--- src/lcp_pkg.sv ---
// lcp_pkg: shared sizes, request/response types and cell control types
// for the lfu cache; no dependencies
package lcp_pkg;

    localparam int MAX_ENTRIES = 16;
    localparam int COUNT_BITS  = 16;
    localparam int IDX_W       = (MAX_ENTRIES > 1) ? $clog2(MAX_ENTRIES) : 1;
    localparam int FILL_W      = $clog2(MAX_ENTRIES + 1);
    localparam int CAP_W       = 5;
    localparam int CMP_W       = (FILL_W > CAP_W) ? FILL_W : CAP_W;

    localparam logic OP_GET = 1'b0;
    localparam logic OP_PUT = 1'b1;

    typedef struct packed {
        logic        opcode;
        logic [31:0] key;
        logic [31:0] value;
    } req_t;

    typedef struct packed {
        logic        hit;
        logic [31:0] read_value;
        logic        evicted;
        logic [31:0] evicted_key;
    } rsp_t;

    // per-cell write controls
    typedef struct packed {
        logic bump;
        logic load;
        logic wr_value;
    } cell_cmd_t;

    // running victim candidate passed along the chain
    typedef struct packed {
        logic                  found;
        logic [IDX_W-1:0]      idx;
        logic [COUNT_BITS-1:0] cnt;
        logic [31:0]           age;
    } best_t;

    typedef enum logic [1:0] {
        S_IDLE,
        S_LOOK,
        S_SCAN,
        S_EVICT
    } state_t;

endpackage

--- src/lcp_cell.sv ---
// lcp_cell: one cache entry with its key match and one victim-chain stage
// depends on lcp_pkg
module lcp_cell
    import lcp_pkg::*;
(
    input  logic             clk,
    input  logic             rst_n,
    input  logic [IDX_W-1:0] cell_idx,
    input  cell_cmd_t        cmd,
    input  logic [31:0]      key_in,
    input  logic [31:0]      value_in,
    input  logic [31:0]      touch_clock,
    input  best_t            best_in,
    output logic             valid,
    output logic             match,
    output logic [31:0]      key,
    output logic [31:0]      value,
    output best_t            best_out
);

    logic                  valid_reg;
    logic [31:0]           key_reg;
    logic [31:0]           value_reg;
    logic [COUNT_BITS-1:0] count_reg;
    logic [31:0]           last_reg;
    best_t                 best_reg;
    best_t                 best_next;
    logic [31:0]           age;
    logic                  better;

    assign valid    = valid_reg;
    assign key      = key_reg;
    assign value    = value_reg;
    assign match    = valid_reg && (key_reg == key_in);
    assign best_out = best_reg;

    // victim chain stage: lower index keeps ties
    assign age    = touch_clock - last_reg;
    assign better = valid_reg && (!best_in.found || (count_reg < best_in.cnt) ||
                    ((count_reg == best_in.cnt) && (age > best_in.age)));

    always_comb
    begin
        best_next = best_in;
        if (better)
        begin
            best_next.found = 1'b1;
            best_next.idx   = cell_idx;
            best_next.cnt   = count_reg;
            best_next.age   = age;
        end
    end

    // control state and chain stage
    always_ff @(posedge clk or negedge rst_n)
    begin
        if (!rst_n)
        begin
            valid_reg <= 1'b0;
            best_reg  <= '0;
        end
        else
        begin
            if (cmd.load)
                valid_reg <= 1'b1;
            best_reg <= best_next;
        end
    end

    // entry payload
    always_ff @(posedge clk)
    begin
        if (cmd.load)
        begin
            key_reg   <= key_in;
            value_reg <= value_in;
            count_reg <= COUNT_BITS'(1);
            last_reg  <= touch_clock;
        end
        else
        begin
            if (cmd.wr_value)
                value_reg <= value_in;
            if (cmd.bump)
            begin
                if (count_reg != {COUNT_BITS{1'b1}})
                    count_reg <= count_reg + COUNT_BITS'(1);
                last_reg <= touch_clock;
            end
        end
    end

endmodule

--- config.mk ---
export PLATFORM = sky130hd
export DESIGN_NAME = lcp_cell
export DESIGN_NICKNAME = d
export VERILOG_FILES = /design/src/lcp_pkg.sv /design/src/lcp_cell.sv
export SDC_FILE = /design/constraint.sdc
export NUM_CORES = 1
export LEC_CHECK = 0
export BUFFER_PORTS_ARGS = -buffer_cell sky130_fd_sc_hd__buf_2
export CORE_MARGIN = 2
export CORE_UTILIZATION = 25
export DETAILED_ROUTE_END_ITERATION = 16
export GPL_TIMING_DRIVEN = 0
export HOLD_SLACK_MARGIN = 0.06
export PLACE_DENSITY = 0.51
export SLEW_MARGIN = 20
export SYNTH_ARGS = -nofsm -noshare
export SYNTH_HDL_FRONTEND = slang
export SYNTH_SLANG_ARGS = --single-unit
--- constraint.sdc ---
create_clock -name clk -period 4.5 [get_ports clk]
set_clock_uncertainty 0.2 [all_clocks]
set_input_delay 0.9 -clock clk [delete_from_list [all_inputs] [get_ports clk]]
set_output_delay 0.9 -clock clk [all_outputs]
set_load 0.02 [all_outputs]
Word-level counts from Yosys, hierarchy flattened
Index checks and enable logic that the tools add are counted.

Register bits: 166. Bits in latches: 0. RAM bits: 0. ROM bits: 0. Bits of input ports: 158. Output and inout bits: 119. Word-level logic and storage cells: 30. Memories kept: 0.

Add/subtract/negate cells: 2. Multipliers: 0. Div/mod/pow operators: 0. $lt $le $gt $ge: 2. Eq/ne operators: 3. Shift operators: 0. Mux-type cells: 5. Bitwise logic cells: 0. Reduce and logical (&&, ||, !) cells: 9.

Operator list (number): 32-bit two-way mux (4); 53-bit two-way mux (1); 32-bit equality test (1); 32-bit > comparator (1); 32-bit subtractor (1); 16-bit by 1-bit adder with 16-bit output (second input constant) (1); 16-bit equality test (1); 16-bit < comparator (1); 16-bit != test (second input constant) (1); 2-bit nonzero test (2); 1-bit logical AND (3); 1-bit logical OR (2); 2-bit AND reduction (1); 1-bit zero test (1).

Longest topological paths before layout
Gate-level depths: netlist (run 1).

Depth after elaboration: 6. Gate-level depth with buffers: 21.

Least setup slack after synthesis (run 1)
OpenSTA, ideal clock, no wires.

Kind: input -> register. Start: input touch_clock[0]. End: register best_reg, in the netlist best_out[12]. Library setup time: 0.125 ns. Data arrival time: 4.979 ns. Slack: -0.804 ns. Stages: 19. Path through: inv_1 > ha_1 > inv_1 > fa_1 > a21o_1 > a221o_1 > a31o_1 > a21oi_2 > o31ai_1 > a21o_1 > a311o_1 > ha_1 > nand4_1 > nor4_1 > a31oi_1 > a22o_1 > a31oi_1 > buf_2 > mux2_2.

RTL lines: start, declared (RTL line lcp_cell.sv:12) `input logic [31:0] touch_clock,`; end signal, assigned (RTL line lcp_cell.sv:66) `best_reg <= best_next;`; end, declared (RTL line lcp_cell.sv:26) `best_t best_reg;`.

==> results of run 1 <==
-- timing repair --
item / 4_1_cts / 5_1_grt
resized for setup: 51 / 40
pin swaps: 6 / 8
gates cloned: 1 / 2
setup endpoints to repair: 52 / 52
buffers inserted: 9 / 11
hold endpoints to repair: 0 / 0
-- metal layers --
metal	global-route usage (%)	routed length, um	vias up
li1	-	-	3393
met5	0	52	-
met4	3.61	296	8
met3	4.93	2180	21
met1	16.0	11300	3199
met2	23.8	12700	221
-- path summary, 6_finish.rpt --
| kind | start | to | slack [ns] | depth (start not counted) |
|---|---|---|---|---|
| max | touch_clock[0] | best_out[49] | -0.65 | 24 |
| min | rst_n | best_out[21] | 0.19 | 1 |
| max reg2reg | last_reg[4] | best_out[49] | -0.45 | 19 |
| min reg2reg | count_reg[8] | count_reg[8] | 0.34 | 2 |
| max in group asynchronous | rst_n | best_out[52] | 3.38 | 2 |
| min in group clk | count_reg[8] | count_reg[8] | 0.34 | 2 |
-- cells by family after synthesis --
| kind of cell | Yosys count |
|---|---|
| muxes | 46 |
| buffers and inverters | 106 |
| AOI/OAI and AO/OA | 143 |
| and+or+nand+nor | 151 |
| DFF | 166 |
| adders and majority gates | 81 |
| xor gates and xnor gates | 69 |
-- power groups by stage --
| stage | logic [uW] | registers [uW] | clock network, uW |
|---|---|---|---|
| 2_1_floorplan | 629 | 2050 | 0 |
| 3_3_place_gp | 1240 | 1870 | 0 |
| 3_5_place_dp | 1250 | 1870 | 0 |
| 4_1_cts | 1310 | 1840 | 1520 |
| 5_1_grt | 1510 | 1860 | 1570 |
| 6_report | 1360 | 1840 | 1460 |
-- cells in the final DEF, fill, tap and decap left out, drive strengths merged, types with 12 or more instances in the layout --
| cell | Yosys | layout |
|---|---|---|
| dfxtp | 16 | 16 |
| clkbuf | 6 | 27 |
| nor3 | 12 | 12 |
| nand4 | 25 | 25 |
| edfxtp | 96 | 96 |
| nand2 | 32 | 32 |
| nand3 | 13 | 13 |
| a21o | 23 | 23 |
| inv | 93 | 102 |
| xor2 | 22 | 22 |
| xnor2 | 47 | 47 |
| mux2 | 46 | 46 |
| ha | 80 | 80 |
| a21oi | 47 | 47 |
| o21ai | 24 | 24 |
| dfrtp | 54 | 54 |
| buf | 7 | 303 |
| nor2 | 30 | 30 |
-- worst register-to-register path: cells and delay by family, from the launching register on --
kind / cells / cell delay, ns
multiplexers: 1 / 0.33
flip-flops: 1 / 0.36
XOR/XNOR: 1 / 0.20
adder cells (fa/ha/maj): 2 / 0.63
buffers and inverters: 4 / 0.59
AND/OR/NAND/NOR: 2 / 0.63
AO/OA/AOI/OAI: 9 / 1.90
-- metrics by stage --
step                hold slack (ns)  cell area (um2)
detailed placement            0.335            11000
finish                        0.190            12200
CTS                           0.181            11800
global placement              0.321            10900
floorplan                     0.279             8990
global route                  0.202            12200
-- final cells by class --
| class | count | share of cell area [%] |
|---|---|---|
| inverters | 93 | 2.97 |
| diodes | 2 | 0.0411 |
| well taps | 455 | 4.68 |
| plain buffers | 13 | 1.26 |
| flip-flops and latches | 166 | 37.4 |
| multi-input cells | 490 | 35.4 |
| repair buffers | 299 | 13.5 |
| clock buffers | 18 | 3.61 |
| clock inverters | 14 | 1.10 |
==> impl_metrics.toml, run 1 <==
[sta]
slew_headroom_pct = 39.1
setup_violations = 52
setup_ws_ns = -0.653
fmax_mhz = 194
setup_tns_ns = -31.40
slew_viol_final = 0
finalCritPeriodShare_pct = 115
final.min_clock_period_ns = 5.15
tightest_slew_ns = 0.913
report.final.hold_viol_count = 0
rsz0062_at_grt = "true"

[synthesis]
synth_edf_count = 96
synth_area_leaders = "edfxtp_1 33%, dfrtp_1 15%, ha_1 11%"
synth_top_family_by_area = "adder cells"
synthAdderAreaFrac_pct = 11.5
yosysTopAreaCell = "edfxtp_1"
synthArstFlopShare_pct = 32.5
netlist_top_cells_count = "96 x edfxtp_1, 93 x inv_1, 80 x ha_1, 54 x dfrtp_1, 47 x xnor2_1"
yosys.area_share.simple_pct = 8.76
syn_nets = 1001
synth-seq-cells = 166
synth_compound_area_share_pct = 11.0
muxShareOfSynthArea_pct = 5.85
syn_inst = 762
yosysWarningCount = 0
postSynthAreaPerCell_um2 = 11.6
netlist_area_mm2 = 0.00886
synth-xor-area-share_pct = 6.82
yosysTopAreaCellShare_pct = 32.5
yosysMostFrequentCell = "edfxtp_1"
synth_cell_types = 57
synthFlopType = "edfxtp_1"
seq_area_frac_synth_pct = 51.4

[job]
maxCapViolCount = 0

[clocking]
holdBufCountCts = 0
cts_tree = "yes"
clk_pin_slew_ns = 0.07
root_buffer = "clkbuf_16"
cts_buffers = 17
clkSinkCount = 166
clk_latency_ns = 0.44
clock_path_buffers = 2
htree_levels = 4

[floorplan]
die_h_um = 192
core_region_area_mm2 = 0.0347
die_w_um = 192
start_util_pct = 25.5
die_area_mm2 = 0.0370
num_rows = 68
io_pins = 277

[grt]
grt_pass1_vias = 6726
antenna_found_initial = 6
gr-total-overflow = 0
grt_max_degree = 34
grt_pass1_wl_um = 37600
grt_usage_pct = 13.7

[setup_path]
cp_slowest_stage_delay_ns = 0.35
worstPathMaxFanout = 10
path_buf_inv = 8
cpMostUsedCell = "buf_12"
required_ns = 4.62
end_kind = "register"
crit_arrival_ns = 5.27
slowest_stage = "a221o_1"
critPathKind = "input port to register"
path_cells = "buf_12 -> inv_12 -> ha_4 -> inv_2 -> fa_2 -> a21o_1 -> a221o_1 -> a31o_4 -> a21oi_4 -> o21ai_4 -> a21o_1 -> buf_4 -> xor2_1 -> ha_1 -> nand4_1 -> buf_4 -> inv_1 -> a21oi_2 -> o211ai_1 -> a22o_1 -> a31oi_4 -> buf_12 -> buf_12 -> mux2_4"
cp-start-kind = "input port"
cpLargestDelayFamily = "compound AO/OA/AOI/OAI gates"

[finish]
fill_cells = 3471
final_cell_count_no_fill = 1550
multiInputGateArea_mm2 = 0.00431
seq_area_mm2 = 0.00455
fin_nets = 1319
drive_gt1_share_pct = 39.2
utilization_pct = 35.0
area_growth_pct = 37.4
largest_reg_flops = 53

[power]
power.leakage_uw = 0.00564
ir_drop_uv = 282
p_per_area_mw_per_mm2 = 383
switching_share_pct = 33.1
p_sw_uw = 1540
power_frac_comb_pct = 29.2
power_frac_clock_pct = 31.3
p_int_uw = 3120
power_frac_seq_pct = 39.5
power_uw = 4660

[routing]
ant_nets = 0
wl_per_cell_um = 17.1
dr.pass1.iters = 6
drt_iter0_markers = 220
via_per_inst = 4.41
drc_errors = 0
wirelength_um = 26600
vias = 6842

[placement]
io_buffer_count = 275
dpl_worst_slack_ns = -1.73
placed_cells = 1493
hpwl_um = 20400
gp_congestion = 0.802

[min_path]
hold_class = "input port to async pin"

[outcome]
violations = "negative setup slack"
status = "finished with violations"
No activity file was read; power rests on OpenSTA's default activity.
==> run 2: changes to the inputs <==
--- a/config.mk
+++ b/config.mk
@@ -12,6 +12,7 @@
 export GPL_TIMING_DRIVEN = 0
 export HOLD_SLACK_MARGIN = 0.06
 export PLACE_DENSITY = 0.51
+export RECOVER_POWER = 25
 export SLEW_MARGIN = 20
 export SYNTH_ARGS = -nofsm -noshare
 export SYNTH_HDL_FRONTEND = slang
==> run 2 against run 1 <==
Net effect: maximum frequency about the same; sequential cell count stayed put; count of clock-buffer cells in the layout unchanged; the run ends with max-capacitance violations, max-slew violations, negative setup slack left; highest routed layer unchanged; largest cell class unchanged; utilization fell by 0.18 points; sequential power is essentially flat.
==> impl_metrics.toml, run 2 (synthesis gave the netlist of run 1 again) <==
[finish]
largest_reg_flops = 53
fin_nets = 1319
final_cell_mix = "230 x buf_2, 96 x edfxtp_1, 91 x inv_1"
fill_cells = 3502
drive_gt1_share_pct = 34.9
final_common_cell = "buf_2"
area_growth_pct = 36.7
utilization_pct = 34.9
fin_area_mm2 = 0.0121

[setup_path]
crit_arrival_ns = 5.27
path_cells = "buf_12 -> inv_12 -> ha_4 -> inv_2 -> fa_2 -> a21o_1 -> a221o_1 -> a31o_4 -> a211o_1 -> a31o_1 -> a21oi_2 -> xnor2_2 -> ha_1 -> nand4_1 -> nor4_4 -> a31oi_2 -> a22o_1 -> a31oi_4 -> buf_12 -> buf_12 -> mux2_4"
end_kind = "register"
cpLargestDelayFamily = "compound AO/OA/AOI/OAI gates"
worstRegToRegCells = 19
cp_slowest_stage_delay_ns = 0.42
regToRegSetupSlack_ns = -0.45
slowest_stage = "nor4_4"
required_ns = 4.62
critPathKind = "input port to register"
cpMostUsedCell = "buf_12"
r2r_end = "best_out[49]"
path_buf_inv = 5
cp-start-kind = "input port"
worstPathMaxFanout = 10
r2r-start = "last_reg[4]"

[clocking]
cts_buffers = 17
root_buffer = "clkbuf_16"
holdBufCountCts = 0
htree_levels = 4
clkSinkCount = 166
clock_path_buffers = 2
cts_tree = "yes"
clk_latency_ns = 0.44
clk_pin_slew_ns = 0.07

[sta]
setup_violations = 52
slew_headroom_pct = -23.7
final.min_clock_period_ns = 5.15
report.final.hold_viol_count = 0
setup_ws_ns = -0.654
setup_tns_ns = -31.40
holdWs_ns = 0.342
fmax_mhz = 194
rsz0062_at_grt = "true"
tightest_slew_ns = 1.86
finalCritPeriodShare_pct = 115
slew_viol_final = 27

[floorplan]
die_area_mm2 = 0.0370
num_rows = 68
start_util_pct = 25.5
io_pins = 277
core_region_area_mm2 = 0.0347
die_h_um = 192
die_w_um = 192

[routing]
via_per_inst = 4.41
drt_iter0_markers = 208
wl_per_cell_um = 17.1
vias = 6833
ant_nets = 0
wirelength_um = 26500
dr.pass1.iters = 4
drc_errors = 0

[grt]
gr-total-overflow = 0
grt_pass1_vias = 6726
grt_usage_pct = 13.7
antenna_found_initial = 4
grt_max_degree = 34
grt_pass1_wl_um = 37600

[min_path]
hold_path_end = "count_reg[8]"
worstHoldPathCells = 2
hold_class = "register to register"
hp-start = "count_reg[8]"

[power]
p_per_area_mw_per_mm2 = 384
power_uw = 4650
power.leakage_uw = 0.00551
ir_drop_uv = 282

[placement]
io_buffer_count = 275
gp_congestion = 0.802
place_area_mm2 = 0.0110
hpwl_um = 20400

[job]
maxCapViolCount = 1

[outcome]
violations = "max-capacitance violations, max-slew violations, negative setup slack"
status = "finished with violations"
[run 2: changes by cell type in the layout (fill, tap and decap cells not counted), sizes merged]
cell	change
clkbuf	+46
buf	-46
diode	-1
[run 2: worst max path at each step]
stage,start,end,depth (start not counted)
after CTS,touch_clock[0],best_out[28],21
after global routing,touch_clock[0],best_out[29],22
after global placement,touch_clock[0],best_out[2],20
after detailed placement,touch_clock[0],best_out[2],20
final,touch_clock[0],best_out[49],21
after floorplan,touch_clock[0],best_out[12],19
[run 2: layout make-up]
| type | instances | area [um2] | share of cell area [%] |
|---|---|---|---|
| sequential | 166 | 4550 | 37.6 |
| timing repair buffer | 299 | 1580 | 13.1 |
| clock inverter | 14 | 134 | 1.11 |
| buffer | 13 | 154 | 1.27 |
| multi-input combinational | 490 | 4310 | 35.6 |
| antenna | 1 | 2.50 | 0.0207 |
| inverter | 93 | 362 | 2.99 |
| clock buffer | 18 | 439 | 3.63 |
| tap | 455 | 569 | 4.70 |
[run 2: worst reg2reg max path: stages (launching register included)]
cell	delay (ns)
edfxtp_1	0.36
inv_1	0.06
ha_2	0.29
a21o_1	0.20
a21o_1	0.21
a221oi_4	0.41
o31ai_4	0.13
buf_4	0.16
a31oi_4	0.25
o221ai_1	0.16
xor2_1	0.20
ha_1	0.34
nand4_1	0.23
nor4_4	0.40
a31oi_2	0.14
a22o_1	0.23
a31oi_4	0.17
buf_12	0.19
buf_12	0.18
mux2_4	0.33
[run 2: power by group]
group	internal (uW)	switching (uW)	leakage, uW
Sequential	1790	54.2	0.00175
Clock	749	706	0.000274
Combinational	578	778	0.00349
Total	3110	1540	0.00551
[run 2: metrics by stage]
step | worst slack [ns] | cells
global route | -0.845 | 1549
floorplan | -0.618 | 762
global placement | -1.77 | 1492
CTS | -0.682 | 1535
detailed placement | -1.73 | 1493
finish | -0.654 | 1549
[run 2: layer usage]
| layer | track usage (%) | share of wire (%) | wire length (um) | up-vias |
|---|---|---|---|---|
| met5 | 0 | 0.15 | 41 | - |
| met4 | 3.61 | 1.1 | 294 | 6 |
| met3 | 4.93 | 8.2 | 2170 | 19 |
| met2 | 23.8 | 48 | 12700 | 225 |
| met1 | 16.0 | 43 | 11300 | 3195 |
| li1 | - | - | - | 3388 |
[run 2: timing repair]
| item | 4_1_cts | 5_1_grt |
|---|---|---|
| setup buffers | 9 | 11 |
| gates resized for setup | 51 | 40 |
| cloned | 1 | 2 |
| pin swaps | 6 | 8 |
| endpoints found under the hold margin | 0 | 0 |
| setup endpoints to repair | 52 | 52 |
==> run 3: changes to the inputs <==
--- a/config.mk
+++ b/config.mk
@@ -6,6 +6,7 @@
 export NUM_CORES = 1
 export LEC_CHECK = 0
 export BUFFER_PORTS_ARGS = -buffer_cell sky130_fd_sc_hd__buf_2
+export CORE_ASPECT_RATIO = 1.4
 export CORE_MARGIN = 2
 export CORE_UTILIZATION = 25
 export DETAILED_ROUTE_END_ITERATION = 16
==> run 3 against run 2 <==
Net effect: the flow still finishes with violations (max-capacitance violations, max-slew violations, negative setup slack); largest power group unchanged; register-to-register slack lost 0.07 ns; maximum frequency shrank 1.3%; global-route usage grew 0.53 points; worst hold slack gained 0.0036 ns; die area is essentially flat; total power grew 0.85%; non-clock buffer count shrank 6; sequential power is essentially flat; utilization shrank 0.78 points; design area shrank 1.5%; count of clock-buffer cells in the layout shrank 1.
==> impl_metrics.toml, run 3 (synthesis gave the netlist of run 1 again) <==
[grt]
grt_usage_pct = 14.3
grt_util_met2_pct = 27.3
grt_pass1_wl_um = 38800
grt_pass1_vias = 6755
grt_max_degree = 34
antenna_found_initial = 2
grt_use_met1_pct = 14.8
top_usage_layer = "met2"
gr-total-overflow = 0
met3_usage_pct = 3.84

[floorplan]
start_util_pct = 25.3
die_h_um = 227
die_w_um = 163
die_area_mm2 = 0.0370
core_region_area_mm2 = 0.0350
num_rows = 81
io_pins = 277

[placement]
gp_congestion = 0.815
hpwl_um = 21100
io_buffer_count = 275
dpl_worst_slack_ns = -2.09
place_area_mm2 = 0.0110

[routing]
via_per_inst = 4.45
ant_nets = 0
drt_iter0_markers = 267
dr.pass1.iters = 4
wl_per_cell_um = 17.1
wirelength_um = 26300
drc_errors = 0
vias = 6859

[clocking]
clkSinkCount = 166
clock_path_buffers = 2
holdBufCountCts = 0
root_buffer = "clkbuf_16"
cts_tree = "yes"
clk_pin_slew_ns = 0.07
htree_levels = 4
cts_buffers = 17
clk_latency_ns = 0.45

[setup_path]
path_buf_inv = 5
end_kind = "register"
cpMostUsedCell = "buf_12"
r2r-start = "last_reg[0]"
worstPathMaxFanout = 10
worstRegToRegCells = 19
cp-start-kind = "input port"
slowest_stage = "a221o_1"
cpLargestDelayFamily = "compound AO/OA/AOI/OAI gates"
critical_path.endpoint = "best_out[30]"
regToRegSetupSlack_ns = -0.52
cp_slowest_stage_delay_ns = 0.39
path_cells = "buf_12 -> inv_12 -> ha_4 -> inv_2 -> fa_2 -> a21o_1 -> a221o_1 -> a31o_4 -> a21oi_4 -> o31ai_4 -> a21o_1 -> a311o_1 -> ha_1 -> nand4_1 -> nor4_4 -> a31oi_2 -> a22o_1 -> a31oi_4 -> buf_12 -> buf_12 -> mux2_2"
path_depth = 21
crit_arrival_ns = 5.35
crit_start = "touch_clock[0]"
required_ns = 4.63
critPathKind = "input port to register"
r2r_end = "best_out[30]"

[outcome]
violations = "max-capacitance violations, max-slew violations, negative setup slack"
status = "finished with violations"

[finish]
fin_area_mm2 = 0.0119
utilization_pct = 34.1
largest_reg_flops = 53
seq_area_mm2 = 0.00455
drive_gt1_share_pct = 35.2
area_growth_pct = 34.6
final_common_cell = "buf_2"
antenna_cells = 0
multiInputGateArea_mm2 = 0.00416
fin_nets = 1313
final_cell_mix = "240 x buf_2, 96 x edfxtp_1, 91 x inv_1"
fill_cells = 3609

[sta]
finalCritPeriodShare_pct = 116
slew_headroom_pct = -24.7
setup_ws_ns = -0.722
holdWs_ns = 0.346
final.min_clock_period_ns = 5.22
tightest_slew_ns = 1.87
setup_violations = 52
fmax_mhz = 192
report.final.hold_viol_count = 0
rsz0062_at_grt = "true"
slew_viol_final = 28

[min_path]
hp-start = "count_reg[8]"
worstHoldPathCells = 2
hold_class = "register to register"

[power]
ir_drop_uv = 190
p_per_area_mw_per_mm2 = 394
power.leakage_uw = 0.00543

[job]
maxCapViolCount = 1
[run 3: how the worst min path moves through the flow]
stage                         end  slack (ns)
floorplan            count_reg[1]        0.28
global placement     count_reg[8]        0.32
detailed placement   count_reg[8]        0.33
CTS                  best_out[46]        0.18
global route        count_reg[12]        0.37
finish               count_reg[8]        0.35
[run 3: repair_timing]
item | CTS | global route
endpoints found under the hold margin | 0 | 0
gates resized for setup | 52 | 4
cloned | 1 | 0
pin swaps | 6 | 0
buffers inserted | 14 | 2
setup endpoints to repair | 52 | 52
[run 3: layer usage]
layer  share of wire, %  up-vias
li1                   -     3372
met1                 38     3219
met2                 54      239
met3                6.4       25
met4                2.0        4
met5               0.11        -
[run 3: worst reg2reg max path: stages, from the launching register on]
cell and delay (ns):
edfxtp_1 0.38, ha_4 0.14, inv_2 0.03, fa_2 0.33, a21o_1 0.18, a221o_1 0.39
a31o_4 0.30, a21oi_4 0.21, o31ai_4 0.11, a21o_1 0.19, a311o_1 0.38, ha_1 0.28
nand4_1 0.21, nor4_4 0.35, a31oi_2 0.14, a22o_1 0.22, a31oi_4 0.17, buf_12 0.17
buf_12 0.16, mux2_2 0.36
[run 3: through the flow]
| stage | total power, uW | instances | setup TNS, ns |
|---|---|---|---|
| detailed placement | 3140 | 1494 | -89.73 |
| CTS | 4780 | 1541 | -35.86 |
| global placement | 3120 | 1493 | -90.33 |
| floorplan | 2680 | 762 | -31.04 |
| global route | 4970 | 1543 | -43.97 |
| finish | 4690 | 1543 | -34.68 |
[run 3: cell type report]
type	count	area share, %
buffer	13	1.11
clock buffer	17	3.57
clock inverter	15	1.48
inverter	93	3.03
multi-input combinational	490	34.9
sequential	166	38.2
tap	456	4.79
timing repair buffer	293	12.9
[run 3: report_power, final]
part           switching (uW)  leakage [uW]  total [uW]  internal [uW]
clock network             739      0.000295        1540            800
logic                     770       0.00338        1310            542
registers                54.5       0.00175        1840           1790
total                    1560       0.00543        4690           3130
